<file path="config.mk">
export PLATFORM = sky130hd
export DESIGN_NAME = quoted_string_list_parser_flat
export DESIGN_NICKNAME = d
export VERILOG_FILES = /design/src/rtl/qslp_pkg.sv /design/src/rtl/qslp_if.sv /design/src/rtl/quoted_string_list_parser.sv /design/src/flat_wrapper.sv
export SDC_FILE = /design/constraint.sdc
export NUM_CORES = 1
export LEC_CHECK = 0
export ABC_CLOCK_PERIOD_IN_PS = 2200
export BUFFER_PORTS_ARGS = -buffer_cell sky130_fd_sc_hd__buf_2
export CAP_MARGIN = 30
export CORE_ASPECT_RATIO = 1.2
export CORE_MARGIN = 3
export CORE_UTILIZATION = 50
export DETAILED_ROUTE_END_ITERATION = 10
export GPL_TIMING_DRIVEN = 0
export PLACE_DENSITY = 0.84
export SLEW_MARGIN = 30
export SYNTH_ARGS = -nofsm -noshare
export SYNTH_HDL_FRONTEND = slang
export SYNTH_SLANG_ARGS = --single-unit
export TNS_END_PERCENT = 5
</file>
<file path="constraint.sdc">
create_clock -name clk -period 2.2 [get_ports clk]
set_clock_uncertainty 0.15 [all_clocks]
set_input_delay 0.22 -clock clk [delete_from_list [all_inputs] [get_ports clk]]
set_output_delay 0.22 -clock clk [all_outputs]
set_load 0.02 [all_outputs]
</file>
<file path="src/rtl/qslp_pkg.sv">
// ----------------------------------------------------------------------------
// qslp_pkg: shared types and constants of the quoted string list parser
// Holds the parse mode type, the status codes, the character constants and
// the escape letter decoder.
// ----------------------------------------------------------------------------
package qslp_pkg;

  typedef enum logic [1:0] {
    MODE_OPEN  = 2'd0,
    MODE_STR   = 2'd1,
    MODE_ESC   = 2'd2,
    MODE_COMMA = 2'd3
  } mode_t;

  typedef logic [2:0] status_t;

  localparam status_t ST_OK         = 3'd0;
  localparam status_t ST_ESC_AT_END = 3'd1;
  localparam status_t ST_BAD_ESC    = 3'd2;
  localparam status_t ST_NO_QUOTE   = 3'd3;
  localparam status_t ST_NO_COMMA   = 3'd4;

  localparam logic [7:0] CH_COMMA     = 8'h2C;
  localparam logic [7:0] CH_QUOTE     = 8'h22;
  localparam logic [7:0] CH_BACKSLASH = 8'h5C;
  localparam logic [7:0] CH_ZERO      = 8'h30;
  localparam logic [7:0] CH_B         = 8'h62;
  localparam logic [7:0] CH_N         = 8'h6E;
  localparam logic [7:0] CH_R         = 8'h72;
  localparam logic [7:0] CH_T         = 8'h74;
  localparam logic [7:0] CH_F         = 8'h66;
  localparam logic [7:0] CH_V         = 8'h76;

  typedef struct packed {
    logic       ok;
    logic [7:0] ch;
  } esc_t;

  // Maps an escape letter to the character it stands for.
  function automatic esc_t decode_escape(input logic [7:0] c);
    esc_t d;
    d.ok = 1'b1;
    d.ch = 8'h00;
    unique case (c)
      CH_BACKSLASH: d.ch = 8'h5C;
      CH_QUOTE:     d.ch = 8'h22;
      CH_ZERO:      d.ch = 8'h00;
      CH_B:         d.ch = 8'h08;
      CH_N:         d.ch = 8'h0A;
      CH_R:         d.ch = 8'h0D;
      CH_T:         d.ch = 8'h09;
      CH_F:         d.ch = 8'h0C;
      CH_V:         d.ch = 8'h0B;
      default:      d.ok = 1'b0;
    endcase
    return d;
  endfunction

endpackage

</file>
<file path="src/rtl/qslp_if.sv">
// ----------------------------------------------------------------------------
// qslp_if: valid/ready channels of the quoted string list parser
// Byte channel into the parser and result channel out of it.
// ----------------------------------------------------------------------------
interface qslp_in_if;
  logic       valid;
  logic       ready;
  logic [7:0] in_byte;
  logic       is_last;

  modport source (output valid, output in_byte, output is_last, input ready);
  modport sink   (input valid, input in_byte, input is_last, output ready);
endinterface

interface qslp_out_if;
  logic                 valid;
  logic                 ready;
  logic [7:0]           out_char;
  logic                 has_char;
  logic                 element_end;
  qslp_pkg::status_t    status;
  logic                 list_end;
  logic                 partial_dropped;

  modport source (output valid, output out_char, output has_char, output element_end,
                  output status, output list_end, output partial_dropped, input ready);
  modport sink   (input valid, input out_char, input has_char, input element_end,
                  input status, input list_end, input partial_dropped, output ready);
endinterface

</file>
<file path="src/rtl/quoted_string_list_parser.sv">
// ----------------------------------------------------------------------------
// quoted_string_list_parser: streaming parser for a list of quoted strings
// Decodes a comma-separated list of double-quoted strings with backslash
// escapes, one raw byte per request, one result per request.
// ----------------------------------------------------------------------------
// Usage:
// The list text enters on in_stream, one byte per request, with is_last
// set on the final byte. Every request yields exactly one result request on
// out_stream: a decoded character, an element-end mark at a closing quote,
// an error status, or an empty result. list_end marks the result of the
// final byte, and partial_dropped tells downstream to discard an element
// that was still open at that point.
// An accepted byte has its result on out_stream from the cycle after on.
// Throughput is one byte per cycle while out_stream takes results; the
// limit is the parse mode register, which is updated by every byte.
// The result register doubles as the skid stage: in_stream.ready is high
// whenever the result register is empty or being taken in the same cycle,
// so a stalled receiver holds the pending result and stops new bytes
// until it takes it.
// After an error the parser sends empty results until the final byte.
// The final byte always returns the parser to waiting for an opening quote.
// A synchronous reset (rst_n low) empties the result register and puts the
// parser into that same start state.
// ----------------------------------------------------------------------------
module quoted_string_list_parser (
  input  logic             clk,
  input  logic             rst_n,
  qslp_in_if.sink          in_stream,
  qslp_out_if.source       out_stream
);

  // Parser state.
  qslp_pkg::mode_t   mode_r, mode_nxt;
  logic              err_r, err_nxt;

  // Mode that the byte leads to before the end of the list forces a restart.
  qslp_pkg::mode_t   mode_step;

  // Result of the current byte.
  logic [7:0]        ch;
  logic              has;
  logic              eend;
  qslp_pkg::status_t status;
  logic              partial;

  // Result register.
  logic              out_valid_r;
  logic [7:0]        out_char_r;
  logic              has_char_r;
  logic              element_end_r;
  qslp_pkg::status_t status_r;
  logic              list_end_r;
  logic              partial_r;

  logic              in_acc;
  qslp_pkg::esc_t    esc;

  // A byte may enter whenever the result register is free this cycle.
  assign in_stream.ready = !out_valid_r || out_stream.ready;
  assign in_acc          = in_stream.valid && in_stream.ready;
  assign esc             = qslp_pkg::decode_escape(in_stream.in_byte);

  // Next state of the parser.
  always_comb begin
    mode_step = mode_r;
    unique case (mode_r)
      qslp_pkg::MODE_OPEN: begin
        if (in_stream.in_byte == qslp_pkg::CH_QUOTE) mode_step = qslp_pkg::MODE_STR;
      end
      qslp_pkg::MODE_COMMA: begin
        if (in_stream.in_byte == qslp_pkg::CH_COMMA) mode_step = qslp_pkg::MODE_OPEN;
      end
      qslp_pkg::MODE_STR: begin
        if (in_stream.in_byte == qslp_pkg::CH_BACKSLASH) begin
          if (!in_stream.is_last) mode_step = qslp_pkg::MODE_ESC;
        end else if (in_stream.in_byte == qslp_pkg::CH_QUOTE) begin
          mode_step = qslp_pkg::MODE_COMMA;
        end
      end
      qslp_pkg::MODE_ESC: begin
        if (esc.ok) mode_step = qslp_pkg::MODE_STR;
      end
      default: mode_step = qslp_pkg::MODE_OPEN;
    endcase

    mode_nxt = mode_r;
    err_nxt  = err_r;
    if (in_acc) begin
      if (!err_r) begin
        mode_nxt = mode_step;
        err_nxt  = (status != qslp_pkg::ST_OK);
      end
      // The final byte always restarts the parser.
      if (in_stream.is_last) begin
        mode_nxt = qslp_pkg::MODE_OPEN;
        err_nxt  = 1'b0;
      end
    end
  end

  // Result of the current byte.
  always_comb begin
    ch      = 8'h00;
    has     = 1'b0;
    eend    = 1'b0;
    status  = qslp_pkg::ST_OK;
    partial = 1'b0;
    if (!err_r) begin
      unique case (mode_r)
        qslp_pkg::MODE_OPEN: begin
          if (in_stream.in_byte != qslp_pkg::CH_QUOTE) status = qslp_pkg::ST_NO_QUOTE;
        end
        qslp_pkg::MODE_COMMA: begin
          if (in_stream.in_byte != qslp_pkg::CH_COMMA) status = qslp_pkg::ST_NO_COMMA;
        end
        qslp_pkg::MODE_STR: begin
          if (in_stream.in_byte == qslp_pkg::CH_BACKSLASH) begin
            if (in_stream.is_last) status = qslp_pkg::ST_ESC_AT_END;
          end else if (in_stream.in_byte == qslp_pkg::CH_QUOTE) begin
            eend = 1'b1;
          end else begin
            ch  = in_stream.in_byte;
            has = 1'b1;
          end
        end
        qslp_pkg::MODE_ESC: begin
          if (esc.ok) begin
            ch  = esc.ch;
            has = 1'b1;
          end else begin
            status = qslp_pkg::ST_BAD_ESC;
          end
        end
        default: status = qslp_pkg::ST_OK;
      endcase
      // An element still open at the final byte is flagged for discarding.
      partial = in_stream.is_last && (status == qslp_pkg::ST_OK) &&
                (mode_step == qslp_pkg::MODE_STR);
    end
  end

  always_ff @(posedge clk) begin
    if (!rst_n) begin
      mode_r      <= qslp_pkg::MODE_OPEN;
      err_r       <= 1'b0;
      out_valid_r <= 1'b0;
    end else begin
      mode_r <= mode_nxt;
      err_r  <= err_nxt;
      if (in_acc) begin
        out_valid_r <= 1'b1;
      end else if (out_stream.ready) begin
        out_valid_r <= 1'b0;
      end
    end
  end

  // Payload of the result register; loaded only when a byte is accepted.
  always_ff @(posedge clk) begin
    if (in_acc) begin
      out_char_r    <= ch;
      has_char_r    <= has;
      element_end_r <= eend;
      status_r      <= status;
      list_end_r    <= in_stream.is_last;
      partial_r     <= partial;
    end
  end

  assign out_stream.valid           = out_valid_r;
  assign out_stream.out_char        = out_char_r;
  assign out_stream.has_char        = has_char_r;
  assign out_stream.element_end     = element_end_r;
  assign out_stream.status          = status_r;
  assign out_stream.list_end        = list_end_r;
  assign out_stream.partial_dropped = partial_r;

  // A result never carries a character and an element end together.
  a_char_xor_end: assert property (@(posedge clk) disable iff (!rst_n)
    out_valid_r |-> !(has_char_r && element_end_r))
    else $error("result carries both a character and an element end");

  // An error result carries no character, no element end and no partial flag.
  a_error_clean: assert property (@(posedge clk) disable iff (!rst_n)
    (out_valid_r && status_r != qslp_pkg::ST_OK) |->
      (!has_char_r && !element_end_r && !partial_r))
    else $error("error result carries payload");

  // The partial flag only appears at the end of the list.
  a_partial_at_end: assert property (@(posedge clk) disable iff (!rst_n)
    (out_valid_r && partial_r) |-> list_end_r)
    else $error("partial flag before list end");

  // The final byte leaves the parser in its start state.
  a_restart: assert property (@(posedge clk) disable iff (!rst_n)
    (in_acc && in_stream.is_last) |=> (mode_r == qslp_pkg::MODE_OPEN && !err_r))
    else $error("parser not restarted after final byte");

  // While errors are held, results are empty.
  a_silent: assert property (@(posedge clk) disable iff (!rst_n)
    (in_acc && err_r) |=> (!has_char_r && !element_end_r &&
                           status_r == qslp_pkg::ST_OK && !partial_r))
    else $error("result during held error is not empty");

endmodule
</file>
<file path="src/flat_wrapper.sv">
// flat-port wrapper written by rule: the top's interface ports become plain ports
module quoted_string_list_parser_flat 
  (clk, rst_n, in_stream_valid, in_stream_in_byte, in_stream_is_last, in_stream_ready, out_stream_valid, out_stream_out_char, out_stream_has_char, out_stream_element_end, out_stream_status, out_stream_list_end, out_stream_partial_dropped, out_stream_ready);
  qslp_in_if in_stream_i ();
  qslp_out_if out_stream_i ();
  input  logic clk;
  input  logic rst_n;
  input wire logic [$bits(in_stream_i.valid)-1:0] in_stream_valid;
  input wire logic [$bits(in_stream_i.in_byte)-1:0] in_stream_in_byte;
  input wire logic [$bits(in_stream_i.is_last)-1:0] in_stream_is_last;
  output wire logic [$bits(in_stream_i.ready)-1:0] in_stream_ready;
  output wire logic [$bits(out_stream_i.valid)-1:0] out_stream_valid;
  output wire logic [$bits(out_stream_i.out_char)-1:0] out_stream_out_char;
  output wire logic [$bits(out_stream_i.has_char)-1:0] out_stream_has_char;
  output wire logic [$bits(out_stream_i.element_end)-1:0] out_stream_element_end;
  output wire logic [$bits(out_stream_i.status)-1:0] out_stream_status;
  output wire logic [$bits(out_stream_i.list_end)-1:0] out_stream_list_end;
  output wire logic [$bits(out_stream_i.partial_dropped)-1:0] out_stream_partial_dropped;
  input wire logic [$bits(out_stream_i.ready)-1:0] out_stream_ready;
  assign in_stream_i.valid = in_stream_valid;
  assign in_stream_i.in_byte = in_stream_in_byte;
  assign in_stream_i.is_last = in_stream_is_last;
  assign in_stream_ready = in_stream_i.ready;
  assign out_stream_valid = out_stream_i.valid;
  assign out_stream_out_char = out_stream_i.out_char;
  assign out_stream_has_char = out_stream_i.has_char;
  assign out_stream_element_end = out_stream_i.element_end;
  assign out_stream_status = out_stream_i.status;
  assign out_stream_list_end = out_stream_i.list_end;
  assign out_stream_partial_dropped = out_stream_i.partial_dropped;
  assign out_stream_i.ready = out_stream_ready;
  quoted_string_list_parser u_core (.clk(clk), .rst_n(rst_n), .in_stream(in_stream_i), .out_stream(out_stream_i));
endmodule
</file>
[Word-level counts from Yosys, hierarchy flattened]
Cells that the tools add are included.
Word-level totals
  latch bits: 0
  word-level logic and storage cells: 71
  bits in writable memories: 0
  memory bits (read-only): 0
  memories kept: 0
  bits in registers: 19
  input port bits: 13
Operators by class
  reductions and logical operators: 12
  multiplexer cells: 32
  magnitude comparators: 0
  $mul: 0
  bitwise gates (word level): 1
  shift-type cells: 0
  equality and inequality tests: 17
  add/sub/neg operators: 0
  div/mod/pow operators: 0
Operator list (number)
  $eq A8 B7 Y1 const B: 7
  $pmux W7 S8: 1
  $eq A8 B6 Y1 const B: 3
  $mux W2: 10
  $mux W8: 2
  $ne A8 B6 Y1 const B: 2
  $pmux W8 S2: 1
  $mux W3: 4
  $pmux W3 S4: 1
  $mux W1: 10
  $reduce_or A9 Y1: 1
  $pmux W2 S4: 1
  $mux W7: 1
  $eq A2 B1 Y1 const B: 2
  $eq A2 B2 Y1 const B: 2
  $logic_and A1 B1 Y1: 3
  $logic_not A3 Y1: 1
  $reduce_bool A3 Y1: 1
  $reduce_or A3 Y1: 1
  $logic_not A2 Y1: 1
  $ne A2 B2 Y1 const B: 1
  $pmux W1 S2: 1
  $reduce_and A2 Y1: 1
  $reduce_bool A2 Y1: 1
  3 further kinds: 3

[Longest topological paths before layout]
  word-level depth: 10
  gate-level depth with buffers: 7

[Worst setup path after synthesis]
OpenSTA, ideal clock, no wires.
  path kind: flip-flop to flip-flop
  start: register u_core.out_valid_r, in the netlist u_core.out_stream.valid
  end: register u_core.mode_r[1]
  arrival: 1660 ps
  cell stages (with the launch flop): 7
  slack: 266 ps
  cell sequence: dfxtp_1 nand2b_1 and2_1 clkbuf_1 a21boi_0 nand2_1 o21ai_0
On the way
  longest elaborated chain between the ends: 4
Ends and longest elaborated chain
  start, declared: line quoted_string_list_parser.sv:47  | logic out_valid_r;
  start signal, assigned: line quoted_string_list_parser.sv:146  | out_valid_r <= 1'b0;
  start signal, assigned: line quoted_string_list_parser.sv:151  | out_valid_r <= 1'b1;
  start signal, assigned: line quoted_string_list_parser.sv:153  | out_valid_r <= 1'b0;
  $logic_not A1 Y1: line quoted_string_list_parser.sv:59  | assign in_stream.ready = !out_valid_r || out_stream.ready;
  $logic_or A1 B1 Y1: line quoted_string_list_parser.sv:59
  net in_stream_ready: line flat_wrapper.sv:11  | output wire logic [$bits(in_stream_i.ready)-1:0] in_stream_ready;
  $logic_and A1 B1 Y1: line quoted_string_list_parser.sv:60  | assign in_acc = in_stream.valid && in_stream.ready;
  net u_core.in_acc: line quoted_string_list_parser.sv:55  | logic in_acc;
  $reduce_and A2 Y1 (no source line)
  end signal, assigned: line quoted_string_list_parser.sv:144  | mode_r <= qslp_pkg::MODE_OPEN;
  end signal, assigned: line quoted_string_list_parser.sv:148  | mode_r <= mode_nxt;
  end, declared: line quoted_string_list_parser.sv:33  | qslp_pkg::mode_t mode_r, mode_nxt;
The timed path passes the listed nets, and every way through them passes these cells.
A chain may end at the register's enable or synchronous reset.

[Worst setup path in the final report]
  start: register u_core.mode_r[0]
  end: register u_core.partial_r, in the netlist u_core.out_stream.partial_dropped, data pin
On the way
  longest elaborated chain between the ends: 6
  elaborated cells between the ends (all ways): 17
Ends and longest elaborated chain
  $eq A2 B2 Y1, or another cell as far along: line quoted_string_list_parser.sv:66, quoted_string_list_parser.sv:109
  $pmux W3 S4: line quoted_string_list_parser.sv:109  | unique case (mode_r)
  $mux W3: line quoted_string_list_parser.sv:108  | if (!err_r) begin
  $logic_not A3 Y1: line quoted_string_list_parser.sv:137  | partial = in_stream.is_last && (status == qslp_pkg::ST_OK) &&
  $logic_and A1 B1 Y1: line quoted_string_list_parser.sv:137
  $logic_and A1 B1 Y1 *: line quoted_string_list_parser.sv:137
  end signal, assigned: line quoted_string_list_parser.sv:166  | partial_r <= partial;
  end, declared: line quoted_string_list_parser.sv:53  | logic partial_r;
Every way passes the cells marked *; elsewhere a longest branch is shown, timed or not. The select of a mux whose other input is x is not followed.

==> out/qor.yml <==
synth_cells: 130
fin_crit_sh_pct: 93.7
setup_tns_ns: 0
p_total_w: 0.000688
ctsResizeCount: 0
final_layout_size_suffix_gt1_share_pct: 28.5
crit_fanout: 7
area_growth_pct: 14.1
clk_pin_slew_ns: 0.10
postCtsSetupBuffers: 0
dp_worst_setup_slack_ns: 0.132
die_x_um: 52.9
hold_class: "input port to flip-flop"
hold_violations: 0
holdPathEnd: "u_core.out_stream.valid$_SDFFE_PN0P_"
critical_path_class: "flip-flop to flip-flop"
cts.sinks: 19
synth.net_count: 147
drcViolationCount: 0
drt_iter0_drc: 28
diodes: 0
grt_pass1_vias: 980
switchingPower_w: 0.000171
setup_violations: 0
crit_arrival_ns: 2.04
core-area_um2: 2400
synth-async-reset-ratio_pct: 0
power_frac_comb_pct: 17.5
cp-start-kind: "flip-flop"
wl_per_cell_um: 13.7
rr_startpoint: "u_core.mode_r[0]$_SDFFE_PN0P_"
synth_seq_cells: 19
endpoint_kind: "flip-flop"
cts-root-buf: "clkbuf_4"
cts_hold_buffers: 0
clock.fmax_mhz: 485
min_path_cells: 3
post-route-util_pct: 62.6
ys_seq_area_share_pct: 40.3
synth_top_area_share_pct: 34.2
reg2reg_depth: 5
rsz0062_at_grt: "false"
syn_avg_cell_area_um2: 10.1
netlist_area_um2: 1320
layout_common_cells: "buf_2, nor2_1, edfxtp_1, nand2_1, nand3_1"
powerDensity_nw_per_um2: 458
ys_warn_count: 0
io_pins: 30
worstHoldStart: "in_stream_valid"
swShare_pct: 24.8
p_clk_share_pct: 23.3
clock_latency_ns: 0.29
vias: 1110
synthFlopType: "edfxtp_1"
fin_ws_ns: 0.138
slew_headroom_pct: 52.4
start_util_pct: 54.9
yosysUniqueCellTypes: 47
htree_levels: 1
cts_buffer_depth: 2
track_usage_pct: 17.6
synth_edf_count: 15
gp_congestion: 0.915
final_common_cell: "buf_2"
r2r-end: "u_core.out_stream.partial_dropped$_SDFFCE_PP0P_"
finalNetCount: 176
drtAntennaViolNets: 0
slew_violations: 0
fp-row-count: 19
grt_max_degree: 20
synth_area_leaders: "edfxtp_1, dfxtp_1, nor2_1, nand2_1, ha_1"
grt_pass1_wl_um: 4530
totalWireLength_um: 2590
power_leakage_nw: 0.562
period_needed_ns: 2.06
internal-power_w: 0.000517
die_y_um: 62.2
cts_tree: "yes"
pwr-share-seq_pct: 59.2
post_drt_via_cell_ratio: 5.87
cts_buffers: 3
finalHoldWorstSlack_ns: 0.0276
place_hpwl_um: 2070
die-area_um2: 3290
reg2reg_setup_slack_ns: 0.14
grt-ovfl-total: 0
synth_area_leader_cell: "edfxtp_1"
worst_pin_slew_ns: 0.713
status: "completed"
io_buffer_count: 25
drv_cap: 0
cp_data_required_time_ns: 2.18
dr.pass1.iters: 4
ir_drop_mv: 0.341
antenna_found_initial: 0
per-stage QoR:
stage | instance area, µm² | cells
floorplan | 1320 | 130
global placement | 1480 | 186
detailed placement | 1480 | 186
CTS | 1510 | 190
global route | 1500 | 189
finish | 1500 | 189
power groups by stage:
stage	Combinational [W]	Clock [W]	Sequential, W
floorplan	0.0000616	0	0.000436
global placement	0.000117	0	0.000415
detailed placement	0.000120	0	0.000416
CTS	0.000121	0.000163	0.000408
global route	0.000131	0.000181	0.000410
finish	0.000120	0.000160	0.000408
worst max-delay path: stages, from the launching register on:
cell      delay (ns)
dfxtp_1         0.47
ha_1            0.30
o31a_2          0.26
nor3_1          0.08
o32a_4          0.41
nor4bb_4        0.24
worst max path at each step:
stage | slack, ns | endpoint | from
after floorplan | 0.27 | u_core.mode_r[1]$_SDFFE_PN0P_ | u_core.out_stream.valid$_SDFFE_PN0P_
after global placement | 0.18 | u_core.out_stream.partial_dropped$_SDFFCE_PP0P_ | u_core.mode_r[0]$_SDFFE_PN0P_
after detailed placement | 0.13 | u_core.out_stream.partial_dropped$_SDFFCE_PP0P_ | u_core.mode_r[0]$_SDFFE_PN0P_
after CTS | 0.13 | u_core.out_stream.partial_dropped$_SDFFCE_PP0P_ | u_core.mode_r[0]$_SDFFE_PN0P_
after global routing | 0.0002 | u_core.out_stream.partial_dropped$_SDFFCE_PP0P_ | u_core.mode_r[0]$_SDFFE_PN0P_
final | 0.14 | u_core.out_stream.partial_dropped$_SDFFCE_PP0P_ | u_core.mode_r[0]$_SDFFE_PN0P_
layout make-up:
type                    instances  area [µm²]
repair buffers                 25         125
inverters                       6        22.5
plain buffers                   7        52.6
multi-input cells              97         708
flip-flops and latches         19         531
well taps                      31        38.8
fillers                       196         897
clock buffers                   4        26.3
kinds of logic (layout without fill, tap and decap cells):
kind of cell	Yosys count	in the layout	share of synthesized area, %
xor+xnor	2	2	1.33
fa+ha+maj	4	4	3.80
compound gates	31	31	21.2
simple gates	60	60	27.4
flops	19	19	40.3
buf+inv	14	42	5.98
sequential cells by signal (all words and copies together), names as in the netlist:
register                           cells
u_core.err_r                           1
u_core.mode_r                          2
u_core.out_stream.element_end          1
u_core.out_stream.has_char             1
u_core.out_stream.list_end             1
u_core.out_stream.out_char             8
u_core.out_stream.partial_dropped      1
u_core.out_stream.status               3
u_core.out_stream.valid                1
cells in the mapped netlist, types with 2 or more instances:
cell type,n
inv_1,6
edfxtp_1,15
o21ai_0,4
buf_6,2
a32oi_1,2
a22oi_1,3
nand3_1,8
nand2b_1,5
xor2_1,2
a21oi_1,4
buf_4,3
a21boi_0,2
clkbuf_1,3
nor2_1,15
ha_1,4
nor3_1,4
dfxtp_1,4
nor4_1,2
nand2_1,14
layer usage:
metal  part of all wire [%]  global-route usage (%)
met1                     41                    22.5
met2                     50                    29.5
met5                      0                       0
met4                    2.2                    6.71
met3                    6.8                    2.15
No activity file was read; power rests on OpenSTA's default activity.
